--- src/fdbc_ram.sv ---
// ----------------------------------------------------------------------------
// fdbc_ram
// generic single-write, single-read ram with registered read data
// ----------------------------------------------------------------------------
`timescale 1ns / 1ps
`default_nettype none

module fdbc_ram #(
    parameter int WIDTH = 8,
    parameter int DEPTH = 16
) (
    input  wire logic                               i_clk,
    input  wire logic                               i_we,
    input  wire logic [((DEPTH > 1) ? $clog2(DEPTH) : 1)-1:0] i_waddr,
    input  wire logic [WIDTH-1:0]                   i_wdata,
    input  wire logic                               i_re,
    input  wire logic [((DEPTH > 1) ? $clog2(DEPTH) : 1)-1:0] i_raddr,
    output logic      [WIDTH-1:0]                   o_rdata
);

    logic [WIDTH-1:0] r_mem [DEPTH];

    // write port
    always_ff @(posedge i_clk) begin
        if (i_we) begin
            r_mem[i_waddr] <= i_wdata;
        end
    end

    // registered read port
    always_ff @(posedge i_clk) begin
        if (i_re) begin
            o_rdata <= r_mem[i_raddr];
        end
    end

endmodule

`default_nettype wire

--- config.mk ---
export PLATFORM = sky130hd
export DESIGN_NAME = fdbc_ram
export DESIGN_NICKNAME = d
export VERILOG_FILES = /design/src/fdbc_ram.sv
export SDC_FILE = /design/constraint.sdc
export NUM_CORES = 1
export LEC_CHECK = 0
export ABC_AREA = 1
export BUFFER_PORTS_ARGS = -buffer_cell sky130_fd_sc_hd__buf_4
export CAP_MARGIN = 20
export CORE_MARGIN = 2
export CORE_UTILIZATION = 45
export DETAILED_ROUTE_END_ITERATION = 8
export SYNTH_ARGS = -nofsm -noshare
export SYNTH_HDL_FRONTEND = slang
export SYNTH_SLANG_ARGS = --single-unit
--- constraint.sdc ---
create_clock -name i_clk -period 1.8 [get_ports i_clk]
set_input_delay 0.09 -clock i_clk [delete_from_list [all_inputs] [get_ports i_clk]]
set_output_delay 0.09 -clock i_clk [all_outputs]
set_load 0.05 [all_outputs]
==> results.txt <==
- Data on the critical path is required at its endpoint by 1.96 ns.
* NetSw: 1.63 mW
- Number of fillers in the final layout: 1073
- The Yosys step of the flow raised 0 warnings.
- Synthesized instance count: 551
* Unrepaired setup endpoints after global routing: false
- DIE AREA: 0.0139 sq mm
* Leading area contributor after synthesis: edfxtp_1
- For this design the static power due to leakage is 2.97 nW.
* Antenna diodes: 0
- At the end of routability-driven placement, the weighted congestion stood at 0.865.
- At the end of the flow, the number of nets in the layout was 614.
- Once placement finished, the instance area stood at 0.00629 sq mm.
* CTS tree: done
- List of most frequent post-synthesis cells: nand2_1, edfxtp_1, inv_1
* Category of the critical setup timing path: flip-flop to flip-flop
- The tightest min-delay check is of the input port to flip-flop type.
* Width of the die: 118 microns
* Most repeated cell in the gate-level netlist after synthesis: nand2_1
- Finished Cell Area: 0.00689 sq mm
- The share of total power dissipated in combinational logic is 0.068.
- Part of the Yosys area used for sequential elements: 0.698
* Flops & latches, synth: 136
* Number of levels in the clock H-tree: 4
- Worst-case clock skew: 0.00835 ns
- Layout overhead on the synthesized area: 17.8%
- Using the TritonRoute via totals, the vias-per-cell ratio works out to 4.88.
* Antenna violations before repair: 0
- For this configuration, the core starts out at a cell density of 0.461.
* # Max-Cap Violations: 0
- CTS clock-pin slew for the worst setup and hold paths: 0.06 ns
- Summing every instance area after synthesis gives 0.00585 sq mm.
- Counting flops with a built-in enable in the synthesized netlist gives 136.
* Peak supply drop: 0.598 mV
* Port bufs: 26
- Count of final hold-check violations: 0
- Maximum number of buffers from clock root to sink: 2
- The pre-antenna-repair detailed-routing pass consisted of 5 iterations.
* Clock period minus final worst setup slack: 1.14 ns
- Ranked by total cell area, the synthesized netlist is headed by edfxtp_1, nand2_1, nand3_1, inv_1, buf_6.
- The number of pins exceeding their max-slew limit in the final report was 0.
- Power spread over the standard cell area amounts to 1090 mW/mm^2.
- CP Launch Type: flip-flop
- At the pin with the least slew margin, the transition time is 0.413 ns.
- Clock share of power: 0.454
* Average cell area after synthesis: 10.6 sq um
- Starting DRC count in detailed routing: 424
* Fraction of registers with async set or reset after synthesis: 0
- The worst setup path is captured at a flip-flop.
* Synth Flop Type: edfxtp_1
- At the later pin of the worst-skew pair, clock insertion delay measures 0.41 ns.
* Placed wire-length estimate: 8.24 mm
- Entering global routing, the biggest net connects 65 pins.
- In the global route stage, overall resource usage came out at 0.202.
- Share of cells above drive strength 1: 0.132
- The number of nets in the synthesized netlist is 570.
- Internal power: 5.87 mW
- Post-synth cell types: 11
- Per-cell routed wire length: 16.9 microns
* Hold buffer count at cts: 1
- The number of global-route vias before repair was 3671.
- The die is 118 microns tall.
* Sequential Power Share: 0.478
- The tree is rooted in a clkbuf_16.
- CTS saw 136 sinks.
- Worst rel slew slack: 0.724
- The first global-routing pass estimated 20.7 mm of wire.
- Number of instances resized during post-cts repair: 0
- The final layout contains routed wiring with a total length of 13.1 mm.
* Number of cell rows: 41
- Placeable core region: 0.0127 sq mm
- Of the available clock period, the critical path in the final layout requires 0.635.
- The number of clock buffers added by TritonCTS is 17.
- The total overflow left after global routing is 0.
* I/O pins: 27
* Drc violations: 0
- Status: completed
* Peak Freq: 875 MHz
* Number of buffers inserted to repair setup after CTS: 0
* Critical path peak fanout: 1
- FF-to-FF setup slack: 0.66 ns
- Proportion of total power due to net switching: 0.218
- Arrival time reported for the critical path endpoint: 1.30 ns
- The share of synthesized area in the top cell type comes to 0.698.
- The routed layout has 3801 vias.
- Once detail routing completed, the nets flagged for antenna violations numbered 0.
- Final setup violation count: 0
- Summed over all failing endpoints, the final setup total negative slack is 0 ns.
[worst max-delay path, stage by stage (launching register included)]
cell	delay, ns
edfxtp_1	0.37
inv_1	0.07
nand2_1	0.05
nand3_1	0.07
nand3_1	0.10
nand3_1	0.14
nand2_1	0.09
[through the flow]
| step | setup WS (ns) | cells | hold WS [ns] | util | power, mW |
|---|---|---|---|---|---|
| floorplan | 0.759 | 551 | 0.189 | - | 3.95 |
| global placement | 0.388 | 747 | 0.411 | 0.497 | 4.16 |
| detailed placement | 0.380 | 747 | 0.413 | 0.497 | 4.16 |
| CTS | 0.653 | 779 | 0.00653 | 0.544 | 7.55 |
| global route | 0.560 | 779 | 0.0163 | 0.544 | 7.76 |
| finish | 0.658 | 779 | 0.0202 | 0.544 | 7.51 |
[layout by cell type (no fill, tap or decap)]
master	synthesis	routed
edfxtp_1	136	136
clkbuf_16	0	17
buf_12	0	3
dlygate4sd3_1	0	1
clkinvlp_4	0	3
buf_4	4	45
inv_2	2	2
inv_1	100	100
clkinv_1	0	1
nor2_1	17	17
clkinv_2	0	5
nand2_1	173	173
nand3_1	97	97
bufinv_16	0	3
nand3b_1	2	2
clkinv_4	0	2
[worst paths after layout]
kind,start,endpoint,depth (start not counted)
max,r_mem[0][2],o_rdata[2],6
min,i_wdata[2],r_mem[3][2],1
max reg2reg,r_mem[0][2],o_rdata[2],6
min reg2reg,r_mem[10][6],o_rdata[6],6
[logic make-up (layout without fill, tap and decap cells)]
family                 Yosys count  count (layout)  share of synthesized area
buffers and inverters          126             182                     0.0939
AND/OR/NAND/NOR                289             289                      0.208
flip-flops                     136             136                      0.698
[power groups by stage]
stage / clock, mW / combinational [mW] / sequential, mW
floorplan: 0 / 0.250 / 3.70
global placement: 0 / 0.502 / 3.66
global route: 3.61 / 0.557 / 3.59
detailed placement: 0 / 0.507 / 3.65
finish: 3.41 / 0.507 / 3.59
CTS: 3.45 / 0.511 / 3.59
[sequential cells by signal, summed over array words and instances, names as in the netlist]
register and cells:
o_rdata 8, r_mem 128
[layer usage]
| metal | track usage | share of wire |
|---|---|---|
| met5 | 0 | 0 |
| met2 | 0.296 | 0.46 |
| met4 | 0.0836 | 0.020 |
| met1 | 0.291 | 0.46 |
| met3 | 0.0470 | 0.065 |
[layout make-up]
type | instances | area, sq um | area share
Clock buffer | 17 | 425 | 0.0618
Clock inverter | 14 | 159 | 0.0231
Inverter | 102 | 383 | 0.0556
Multi-Input combinational cell | 289 | 1210 | 0.176
Sequential cell | 136 | 4080 | 0.593
Tap cell | 172 | 215 | 0.0312
Timing Repair Buffer | 49 | 408 | 0.0592
(Power assumes the default switching activity.)
